[config.mk]
export PLATFORM = sky130hd
export DESIGN_NAME = stream_id_hash_table
export DESIGN_NICKNAME = d
export VERILOG_FILES = /design/src/rtl/core/sih_pkg.sv /design/src/rtl/core/sih_slot_mem.sv /design/src/rtl/core/sih_ctrl.sv /design/src/rtl/core/stream_id_hash_table.sv
export SDC_FILE = /design/constraint.sdc
export NUM_CORES = 2
export LEC_CHECK = 0
export ABC_AREA = 1
export BUFFER_PORTS_ARGS = -buffer_cell sky130_fd_sc_hd__buf_2
export CAP_MARGIN = 25
export CORE_MARGIN = 4
export CORE_UTILIZATION = 45
export CTS_CLUSTER_SIZE = 30
export DETAILED_ROUTE_END_ITERATION = 6
export SLEW_MARGIN = 5
export SYNTH_ARGS = -nofsm -noshare
export SYNTH_HDL_FRONTEND = slang
export SYNTH_SLANG_ARGS = --single-unit
export TNS_END_PERCENT = 20
[constraint.sdc]
create_clock -name clk -period 4.72 [get_ports clk]
set_clock_uncertainty 0.1 [all_clocks]
set_input_delay 0.472 -clock clk [delete_from_list [all_inputs] [get_ports clk]]
set_output_delay 0.472 -clock clk [all_outputs]
set_load 0.01 [all_outputs]
[src/rtl/core/sih_pkg.sv]
// shared types and constants for the stream id hash table
// no dependencies; used by sih_slot_mem, sih_ctrl and stream_id_hash_table
package sih_pkg;

    localparam int TABLE_SIZE = 64;
    localparam int SLOT_W     = $clog2(TABLE_SIZE);
    localparam int KEY_W      = 32;
    localparam int CMD_W      = 3;
    localparam int STATUS_W   = 3;
    localparam int CNT_W      = 7;
    localparam int OUT_W      = 24;

    localparam logic [SLOT_W-1:0] SLOT_LAST   = SLOT_W'(TABLE_SIZE - 1);
    localparam logic [CNT_W-1:0]  LIMIT_RESET = CNT_W'(64);

    typedef enum logic [1:0] {
        TAG_EMPTY = 2'd0,
        TAG_TOMB  = 2'd1,
        TAG_USED  = 2'd2
    } tag_t;

    typedef enum logic [CMD_W-1:0] {
        CMD_CREATE = 3'd0,
        CMD_FIND   = 3'd1,
        CMD_EXISTS = 3'd2,
        CMD_REMOVE = 3'd3,
        CMD_CLOSE  = 3'd4
    } cmd_t;

    typedef enum logic [STATUS_W-1:0] {
        ST_OK     = 3'd0,
        ST_ABSENT = 3'd1,
        ST_LIMIT  = 3'd2,
        ST_DUP    = 3'd3,
        ST_NOSLOT = 3'd4
    } status_t;

    typedef struct packed {
        logic [KEY_W-1:0] key;
        tag_t             tag;
        logic             closed;
    } entry_t;

    typedef struct packed {
        logic              rd_en;
        logic [SLOT_W-1:0] rd_addr;
        logic              wr_en;
        logic [SLOT_W-1:0] wr_addr;
        entry_t            wr_data;
    } mem_req_t;

    typedef struct packed {
        status_t           status;
        logic [SLOT_W-1:0] slot;
        logic              closed;
        logic [CNT_W-1:0]  count;
    } result_t;

endpackage

[src/rtl/core/sih_slot_mem.sv]
// slot memory: key, tag and closed flag per slot, one write and one registered read
// per-slot valid flops make never-written slots read as empty; depends on sih_pkg
module sih_slot_mem (
    input  logic              clk,
    input  logic              rst_n,
    input  sih_pkg::mem_req_t req,
    output sih_pkg::entry_t   rd_entry
);

    sih_pkg::entry_t                  slot_mem [sih_pkg::TABLE_SIZE];
    sih_pkg::entry_t                  rd_data_reg;
    logic [sih_pkg::TABLE_SIZE-1:0]   valid_reg;
    logic                             rd_valid_reg;

    always_ff @(posedge clk)
    begin
        if (req.wr_en)
        begin
            slot_mem[req.wr_addr] <= req.wr_data;
        end
        if (req.rd_en)
        begin
            rd_data_reg <= slot_mem[req.rd_addr];
        end
    end

    always_ff @(posedge clk or negedge rst_n)
    begin
        if (!rst_n)
        begin
            valid_reg    <= '0;
            rd_valid_reg <= 1'b0;
        end
        else
        begin
            if (req.wr_en)
            begin
                valid_reg[req.wr_addr] <= 1'b1;
            end
            if (req.rd_en)
            begin
                rd_valid_reg <= valid_reg[req.rd_addr];
            end
        end
    end

    always_comb
    begin
        rd_entry = rd_data_reg;
        if (!rd_valid_reg)
        begin
            rd_entry.tag    = sih_pkg::TAG_EMPTY;
            rd_entry.closed = 1'b0;
        end
    end

endmodule

[src/rtl/core/sih_ctrl.sv]
// probe sequencer: walks the probe path one slot per read, one key compare per step
// keeps the live entry count; depends on sih_pkg, drives sih_slot_mem
module sih_ctrl (
    input  logic                          clk,
    input  logic                          rst_n,
    input  logic                          start,
    input  sih_pkg::cmd_t                 cmd,
    input  logic [sih_pkg::KEY_W-1:0]     id,
    input  logic [sih_pkg::CNT_W-1:0]     limit,
    input  logic                          res_ack,
    input  sih_pkg::entry_t               rd_entry,
    output logic                          idle,
    output logic                          res_valid,
    output sih_pkg::result_t              result,
    output sih_pkg::mem_req_t             mem_req
);

    typedef enum logic [3:0] {
        S_IDLE  = 4'b0001,
        S_READ  = 4'b0010,
        S_CHECK = 4'b0100,
        S_DONE  = 4'b1000
    } state_t;

    state_t                          state_reg, state_next;
    sih_pkg::cmd_t                   cmd_reg, cmd_next;
    logic [sih_pkg::KEY_W-1:0]       id_reg, id_next;
    logic [sih_pkg::SLOT_W-1:0]      slot_reg, slot_next;
    logic [sih_pkg::SLOT_W-1:0]      probe_reg, probe_next;
    logic                            free_found_reg, free_found_next;
    logic [sih_pkg::SLOT_W-1:0]      free_slot_reg, free_slot_next;
    logic [sih_pkg::CNT_W-1:0]       live_reg, live_next;
    sih_pkg::result_t                res_reg, res_next;

    logic                            hit;
    logic                            free_here;
    logic                            free_ok;
    logic [sih_pkg::SLOT_W-1:0]      free_at;

    assign hit       = (rd_entry.tag == sih_pkg::TAG_USED) && (rd_entry.key == id_reg);
    assign free_here = (rd_entry.tag != sih_pkg::TAG_USED);
    assign free_ok   = free_found_reg || free_here;
    assign free_at   = free_found_reg ? free_slot_reg : slot_reg;

    assign idle      = (state_reg == S_IDLE);
    assign res_valid = (state_reg == S_DONE);
    assign result    = res_reg;

    always_comb
    begin
        state_next      = state_reg;
        cmd_next        = cmd_reg;
        id_next         = id_reg;
        slot_next       = slot_reg;
        probe_next      = probe_reg;
        free_found_next = free_found_reg;
        free_slot_next  = free_slot_reg;
        live_next       = live_reg;
        res_next        = res_reg;
        mem_req         = '0;

        case (state_reg)
            S_IDLE:
            begin
                if (start)
                begin
                    cmd_next        = cmd;
                    id_next         = id;
                    slot_next       = id[sih_pkg::SLOT_W-1:0];
                    probe_next      = '0;
                    free_found_next = 1'b0;
                    res_next        = '{status: sih_pkg::ST_ABSENT, slot: '0,
                                        closed: 1'b0, count: live_reg};
                    case (cmd)
                        sih_pkg::CMD_CREATE:
                        begin
                            if (live_reg >= limit)
                            begin
                                res_next.status = sih_pkg::ST_LIMIT;
                                state_next      = S_DONE;
                            end
                            else
                            begin
                                state_next = S_READ;
                            end
                        end
                        sih_pkg::CMD_FIND,
                        sih_pkg::CMD_EXISTS,
                        sih_pkg::CMD_REMOVE,
                        sih_pkg::CMD_CLOSE:
                        begin
                            state_next = S_READ;
                        end
                        default:
                        begin
                            state_next = S_DONE;
                        end
                    endcase
                end
            end

            S_READ:
            begin
                mem_req.rd_en   = 1'b1;
                mem_req.rd_addr = slot_reg;
                state_next      = S_CHECK;
            end

            S_CHECK:
            begin
                mem_req.wr_addr = slot_reg;
                mem_req.wr_data = '{key: id_reg, tag: sih_pkg::TAG_USED, closed: 1'b0};
                if (hit)
                begin
                    state_next = S_DONE;
                    case (cmd_reg)
                        sih_pkg::CMD_CREATE:
                        begin
                            res_next.status = sih_pkg::ST_DUP;
                        end
                        sih_pkg::CMD_FIND:
                        begin
                            if (!rd_entry.closed)
                            begin
                                res_next.status = sih_pkg::ST_OK;
                                res_next.slot   = slot_reg;
                            end
                        end
                        sih_pkg::CMD_EXISTS:
                        begin
                            res_next.status = sih_pkg::ST_OK;
                            res_next.slot   = slot_reg;
                            res_next.closed = rd_entry.closed;
                        end
                        sih_pkg::CMD_REMOVE:
                        begin
                            mem_req.wr_en       = 1'b1;
                            mem_req.wr_data.tag = sih_pkg::TAG_TOMB;
                            res_next.status     = sih_pkg::ST_OK;
                            res_next.slot       = slot_reg;
                            res_next.closed     = rd_entry.closed;
                            if (live_reg != '0)
                            begin
                                live_next = live_reg - 1'b1;
                            end
                            res_next.count = (live_reg != '0) ? live_reg - 1'b1 : live_reg;
                        end
                        sih_pkg::CMD_CLOSE:
                        begin
                            mem_req.wr_en          = 1'b1;
                            mem_req.wr_data.closed = 1'b1;
                            res_next.status        = sih_pkg::ST_OK;
                            res_next.slot          = slot_reg;
                            res_next.closed        = 1'b1;
                        end
                        default:
                        begin
                            res_next.status = sih_pkg::ST_ABSENT;
                        end
                    endcase
                end
                else if ((rd_entry.tag == sih_pkg::TAG_EMPTY) || (probe_reg == sih_pkg::SLOT_LAST))
                begin
                    state_next = S_DONE;
                    if (cmd_reg == sih_pkg::CMD_CREATE)
                    begin
                        if (free_ok)
                        begin
                            mem_req.wr_en   = 1'b1;
                            mem_req.wr_addr = free_at;
                            live_next       = live_reg + 1'b1;
                            res_next.status = sih_pkg::ST_OK;
                            res_next.slot   = free_at;
                            res_next.count  = live_reg + 1'b1;
                        end
                        else
                        begin
                            res_next.status = sih_pkg::ST_NOSLOT;
                        end
                    end
                end
                else
                begin
                    if (free_here && !free_found_reg)
                    begin
                        free_found_next = 1'b1;
                        free_slot_next  = slot_reg;
                    end
                    probe_next = probe_reg + 1'b1;
                    slot_next  = (slot_reg == sih_pkg::SLOT_LAST) ? '0 : slot_reg + 1'b1;
                    state_next = S_READ;
                end
            end

            S_DONE:
            begin
                if (res_ack)
                begin
                    state_next = S_IDLE;
                end
            end

            default:
            begin
                state_next = S_IDLE;
            end
        endcase
    end

    always_ff @(posedge clk or negedge rst_n)
    begin
        if (!rst_n)
        begin
            state_reg <= S_IDLE;
            live_reg  <= '0;
        end
        else
        begin
            state_reg <= state_next;
            live_reg  <= live_next;
        end
    end

    always_ff @(posedge clk)
    begin
        cmd_reg        <= cmd_next;
        id_reg         <= id_next;
        slot_reg       <= slot_next;
        probe_reg      <= probe_next;
        free_found_reg <= free_found_next;
        free_slot_reg  <= free_slot_next;
        res_reg        <= res_next;
    end

endmodule

[src/rtl/core/stream_id_hash_table.sv]
// Stream ID table with open addressing and linear probing over 64 slots. A command
// beat carries the command in tuser and the 32-bit id in tdata and gets exactly one
// result beat. The home slot is the low six bits of the id. The slot memory has one
// read port with a registered read, so each probed slot takes a read state and a
// check state in turn; create over the limit and unknown commands skip the probe.
// The next command is taken once the current one has handed its result to the
// output register; the output register holds a result while the sink stalls. The
// stream limit may only be written while the block is idle; it resets to 64.
module stream_id_hash_table (
    input  logic                             clk,
    input  logic                             rst_n,
    input  logic                             cfg_we,
    input  logic [sih_pkg::CNT_W-1:0]        cfg_wdata,
    input  logic                             s_axis_tvalid,
    output logic                             s_axis_tready,
    input  logic [sih_pkg::KEY_W-1:0]        s_axis_tdata,  // stream_id
    input  logic [sih_pkg::CMD_W-1:0]        s_axis_tuser,  // cmd
    output logic                             m_axis_tvalid,
    input  logic                             m_axis_tready,
    output logic [sih_pkg::OUT_W-1:0]        m_axis_tdata   // status, slot_index, is_closed, active_count
);

    logic [sih_pkg::CNT_W-1:0]   limit_reg;
    logic                        m_valid_reg;
    sih_pkg::result_t            m_res_reg;

    logic                        idle;
    logic                        res_valid;
    logic                        res_load;
    sih_pkg::result_t            result;
    sih_pkg::mem_req_t           mem_req;
    sih_pkg::entry_t             rd_entry;

    assign s_axis_tready = idle;
    assign res_load      = res_valid && (!m_valid_reg || m_axis_tready);
    assign m_axis_tvalid = m_valid_reg;
    assign m_axis_tdata  = {{(sih_pkg::OUT_W - $bits(sih_pkg::result_t)){1'b0}},
                            m_res_reg.count, m_res_reg.closed, m_res_reg.slot,
                            m_res_reg.status};

    always_ff @(posedge clk or negedge rst_n)
    begin
        if (!rst_n)
        begin
            limit_reg   <= sih_pkg::LIMIT_RESET;
            m_valid_reg <= 1'b0;
        end
        else
        begin
            if (cfg_we)
            begin
                limit_reg <= cfg_wdata;
            end
            if (res_load)
            begin
                m_valid_reg <= 1'b1;
            end
            else if (m_axis_tready)
            begin
                m_valid_reg <= 1'b0;
            end
        end
    end

    always_ff @(posedge clk)
    begin
        if (res_load)
        begin
            m_res_reg <= result;
        end
    end

    sih_ctrl u_ctrl (
        .clk       (clk),
        .rst_n     (rst_n),
        .start     (s_axis_tvalid && idle),
        .cmd       (sih_pkg::cmd_t'(s_axis_tuser)),
        .id        (s_axis_tdata),
        .limit     (limit_reg),
        .res_ack   (res_load),
        .rd_entry  (rd_entry),
        .idle      (idle),
        .res_valid (res_valid),
        .result    (result),
        .mem_req   (mem_req)
    );

    sih_slot_mem u_slot_mem (
        .clk      (clk),
        .rst_n    (rst_n),
        .req      (mem_req),
        .rd_entry (rd_entry)
    );

endmodule
# After elaboration in Yosys (flattened, before gate mapping)
# Memory sizes are Yosys's and may differ from the RTL's. A register that Yosys moved wholly into a read port is not among the register bits.
# Index checks and enable logic that the tools add are counted.
# totals
reg_bits,172
output_inout_bits,26
memories,1
inputBits,47
elab_cells,158
mem_bits_rw,2240
# mem_list
memory,words,width,read_ports,rd_clocked_by_memory_dff,write_ports,line,text
u_slot_mem.slot_mem,64,35,1,1,1,sih_slot_mem.sv:10,sih_pkg::entry_t slot_mem [sih_pkg::TABLE_SIZE];
# classes
n_reduce_logical,33
n_eq_ne,31
muxes,62
order_cmp,4
add_sub_neg,4
n_bitwise,3
# ops
operator,count
two-way mux 7 bit,10
bitwise OR 64 bit,1
two-way mux 6 bit,10
two-way mux 42 bit,1
two-way mux 9 bit,4
one-hot mux 6 bit (2 select lines),3
one-hot mux 17 bit (2 select lines),1
equality test 32 bit,1
two-way mux 4 bit,5
two-way mux 17 bit,1
one-hot mux 4 bit (4 select lines),1
AND reduction 5 bit,3
"less-than comparator 6 x 7 -> 1 bit, second input constant",2
two-way mux 1 bit,14
"adder 6 x 1 -> 6 bit, second input constant",2
"equality test 3 x 2 -> 1 bit, second input constant",4
"equality test 6 bit, second input constant",2
two-way mux 3 bit,4
AND reduction 4 bit,3
nonzero test 2 bit,5
"inequality test 3 x 1 -> 1 bit, second input constant",3
one-hot mux 3 bit (3 select lines),1
"inequality test 2 x 1 -> 1 bit, second input constant",4
"inequality test 2 bit, second input constant",4
31 further kinds,48

# Logic depth before layout (Yosys ltp)
# depth
depth_word,13
depth_mapped,17
depth_no_buf,16

# Cells and area by module
# Synthesis repeated with hierarchy kept, for this count alone.
# hier_totals
hier_cells,8408
hier_area_um2,100134.8
# modules_own_cells
module,area_each_um2,seq_area_each_um2,instances,cells_per_inst
sih_slot_mem,93672.3,69942.1,1,7568
sih_ctrl,5556.6,2408.6,1,778
stream_id_hash_table,905.9,711.9,1,62

# Worst setup path before layout
# No wires, ideal clock.
# synth_timing
path_type,register to register
from,register u_ctrl.state_reg[3]
to,"register u_ctrl.res_reg (netlist bit u_ctrl.result[0]), enable pin"
arrival_time_ps,3301
n_path_buf,0
period_less_slack_ps,3781
path_slack_ps,939
stages_incl_launch_ff,8
setup_ps,380
cell_sequence,dfrtp_1 nor2_4 nand3_1 nor2_1 nor2_1 inv_1 o21ai_0 nor3_1
# synth_via
elab_chain_len,4
word_cells_on_any_way,10
classes_between,7 x eq/ne; 3 x reduce/logical
# synth_lines
element,line,text
start: declaration,sih_ctrl.sv:25,"state_t state_reg, state_next;"
start signal: assignment,sih_ctrl.sv:219,state_reg <= state_next;
equality test 4 x 1 -> 1 bit,"sih_ctrl.sv:45, sih_ctrl.sv:62",
logical AND 1 bit,stream_id_hash_table.sv:76,".start (s_axis_tvalid && idle),"
inequality test 2 x 1 -> 1 bit (no line),-,
AND reduction 6 bit (no line) (*),-,
end signal: assignment,sih_ctrl.sv:232,res_reg <= res_next;
end: declaration,sih_ctrl.sv:33,"sih_pkg::result_t res_reg, res_next;"
# Every way passes the cells marked *; elsewhere a longest branch is shown, timed or not.
# A chain may end at the register's enable or synchronous reset.

# Final worst setup path
# layout_timing
from,register u_ctrl.state_reg[1]
to,register u_slot_mem.rd_data_reg[1] (netlist name)
# layout_via
elab_chain_len,2
# layout_lines
element,line,text
equality test 4 x 2 -> 1 bit,sih_ctrl.sv:62,case (state_reg)
two-way mux 7 bit,sih_ctrl.sv:62,
# No other way between the ends.

==> flow_summary.yaml <==
status:
  outcome: "finished, final reports clean"
floorplanning:
  dieHeight_um: 481.4
  initial_core_util_pct: 45.33
  die_w_um: 481.4
  num_rows: 173
  core_mm2: 0.2225
  fp.dieArea_mm2: 0.2318
  io_pins: 73
detailed_routing:
  m1WireLength_um: 125500
  routed.top_layer: "met5"
  dr.pass1.iters: 6
  drc: 0
  via_per_inst: 5.904
  vias: 63060
  wl_met2_um: 133900
  ant_nets: 0
  drtIter0Drc: 7000
  routed-wl-met3_um: 23270
  wirelength_um: 294300
  wl_per_cell_um: 27.55
global_routing:
  grt_max_degree: 221
  grt-ovfl-total: 0
  grt_pass1_wl_um: 426800
  grt_usage_pct: 24.99
  grt_pass1_vias: 60910
  antenna_found_initial: 14
worst_hold_path:
  min-delay-path-class: "in2reg"
  holdCritStartpoint: "s_axis_tvalid"
clocking:
  cts-resized-gates: 0
  htreeDepth: 5
  ctsLongestPathBuffers: 4
  cts_setup_buffers: 0
  cts_made_buffers: 277
  clock_latency_ps: 920
  cts_tree: "yes"
  cts.sinks: 2447
  cts-root-buf: "clkbuf_16"
  clk_pin_slew_ps: 70
  ctsHoldBuffers: 59
setup_path:
  cp_data_required_time_ps: 5200
  path_class: "reg2reg"
  r2r_start: "u_ctrl.state_reg[1]"
  worstSetupEndpointType: "register"
  worstSetupStartpointType: "register"
  arrival_ps: 4540
  critPathLaunch: "u_ctrl.state_reg[1]"
  crit_path_max_fanout: 117
yosys:
  synth_compound_area_share_pct: 8.943
  yosysMostFrequentCell: "edfxtp_1"
  synth_edf_count: 2363
  synth_warnings: 0
  synth_commonest_cells: "edfxtp_1 (2363), o211ai_1 (1139), nand3_1 (1121), or2_1 (486), nand2_1 (464)"
  synthArstFlopShare_pct: 3.433
  synth_top_family_by_area: "simple AND/OR/NAND/NOR gates"
  synth_top_area_share_pct: 70.35
  synthCells: 7378
  synth_mux_area_share_pct: 0.01116
  syn_area_mm2: 0.1009
  synth_top_cells_by_area: "edfxtp_1 (70%), o211ai_1 (8.5%), nand3_1 (5.6%)"
  yosys.cell_types.count: 42
  synth-simple-area-share_pct: 15.17
  avgSynthCellArea_um2: 13.67
  synthAdderAreaFrac_pct: 0.1489
  synthFlopType: "edfxtp_1"
  seq_area_frac_synth_pct: 72.44
  ys_seq_elements: 2447
  synth_area_leader_cell: "edfxtp_1"
  synth_xor_area_share_pct: 0.1303
final_layout:
  nFillCells: 18520
  drive_gt1_share_pct: 15.91
  area_growth_pct: 14.19
  largest_register_ff_count: 2240
  postLayoutCellArea_mm2: 0.1152
  nNetsFinal: 7572
timing:
  setup-violations-final: 0
  rsz0062_at_grt: "no"
  finalSetupTns_ps: 0
  fmax_mhz: 245.9
  final-hold-violation-count: 0
  drv_slew: 0
  slew_headroom_pct: 31.87
  period_share_pct: 86.15
  min_period_ps: 4066
  worstMarginPinSlew_ps: 1022
placed_design:
  dpl_cell_area_mm2: 0.1061
  port_buffers: 65
  gp_congestion: 0.9361
  hpwl_um: 167600
power:
  leakage_uw: 0.03329
  vdd_drop_max_uv: 227.9
  power.density_mw_per_mm2: 428.6
flow_run:
  cap_violations: 0
critical path, stage by stage, from the launching register on:
cell,delay (ps)
dfrtp_1,340
inv_1,70
nor2_4,260
nand3_4,440
buf_12,350
buf_4,350
or2_1,230
o211ai_1,90
nand3_1,240
nand3_1,170
nand3_1,110
nand3_1,450
nand2_1,320
area by class of cell:
type                       count  area, um^2  share of cell area (%)
antenna                        6       15.01                 0.01304
multi-input combinational   4151       24970                   21.68
tap                         2975        3722                   3.232
clock buffer                 352        7446                   6.465
clock inverter               114        1018                  0.8843
inverter                     269        1042                  0.9050
sequential                  2447       73060                   63.44
timing repair buffer         367        3894                   3.381
report_power, final:
part	switching, uW	internal [uW]	total, uW
combinational	3520	1230	4760
sequential	197	24000	24200
clock	8330	12100	20400
total	12000	37300	49400
placed cells by master (no fill, tap or decap), drive strengths merged, types with 3 or more instances in the layout:
| cell type | count |
|---|---|
| o211ai | 1139 |
| clkinv | 93 |
| dfrtp | 82 |
| ha | 12 |
| nor3 | 14 |
| nor2 | 141 |
| nand3 | 1127 |
| conb | 7 |
| nand2 | 468 |
| buf | 308 |
| clkinvlp | 3 |
| o21ai | 70 |
| clkbuf | 352 |
| inv | 269 |
| nand4 | 12 |
| edfxtp | 2363 |
| bufinv | 18 |
| xor2 | 9 |
| o21bai | 3 |
| or2 | 1121 |
| dlygate4sd3 | 59 |
| xnor2 | 6 |
| diode | 6 |
| a21oi | 12 |
routing by layer:
metal  track usage [%]  vias up
met5                 0        -
met4             9.401        8
met3             4.667      532
met2             38.18     2523
met1             35.77    32010
li1                  -    27990
kinds of logic (layout without fill, tap and decap cells):
kind of cell               Yosys count  count (layout)
adders and majority gates           12              12
DFF                               2447            2447
xor gates and xnor gates            15              15
other                                1              13
buffers and inverters              786            1102
and+or+nand+nor                   2887            2887
AOI/OAI and AO/OA                 1229            1229
muxes                                1               1
final timing paths:
| path | end | slack, ps | depth (start not counted) |
|---|---|---|---|
| max | u_slot_mem.rd_data_reg[1] | 650 | 12 |
| min | u_ctrl.state_reg[0] | 140 | 8 |
| max reg2reg | u_slot_mem.rd_data_reg[1] | 650 | 12 |
| min reg2reg | m_axis_tdata[15] | 320 | 0 |
| max in group asynchronous | limit_reg[5] | 2810 | 4 |
| min in group asynchronous | u_slot_mem.rd_valid_reg | 550 | 3 |
through the flow:
stage          hold WS, ps  total power, uW  cells  util [%]  setup slack, ps
2_1_floorplan        76.41            27210   7384         -            938.6
3_5_place_dp         306.5            29300  10150     47.67            877.4
4_1_cts              78.03            49650  10670     51.74            859.2
3_3_place_gp         304.1            29270  10150     47.66            863.7
5_1_grt              170.5            50970  10680     51.75            596.0
6_report             140.0            49360  10680     51.76            653.5
No activity file was read; power rests on OpenSTA's default activity.
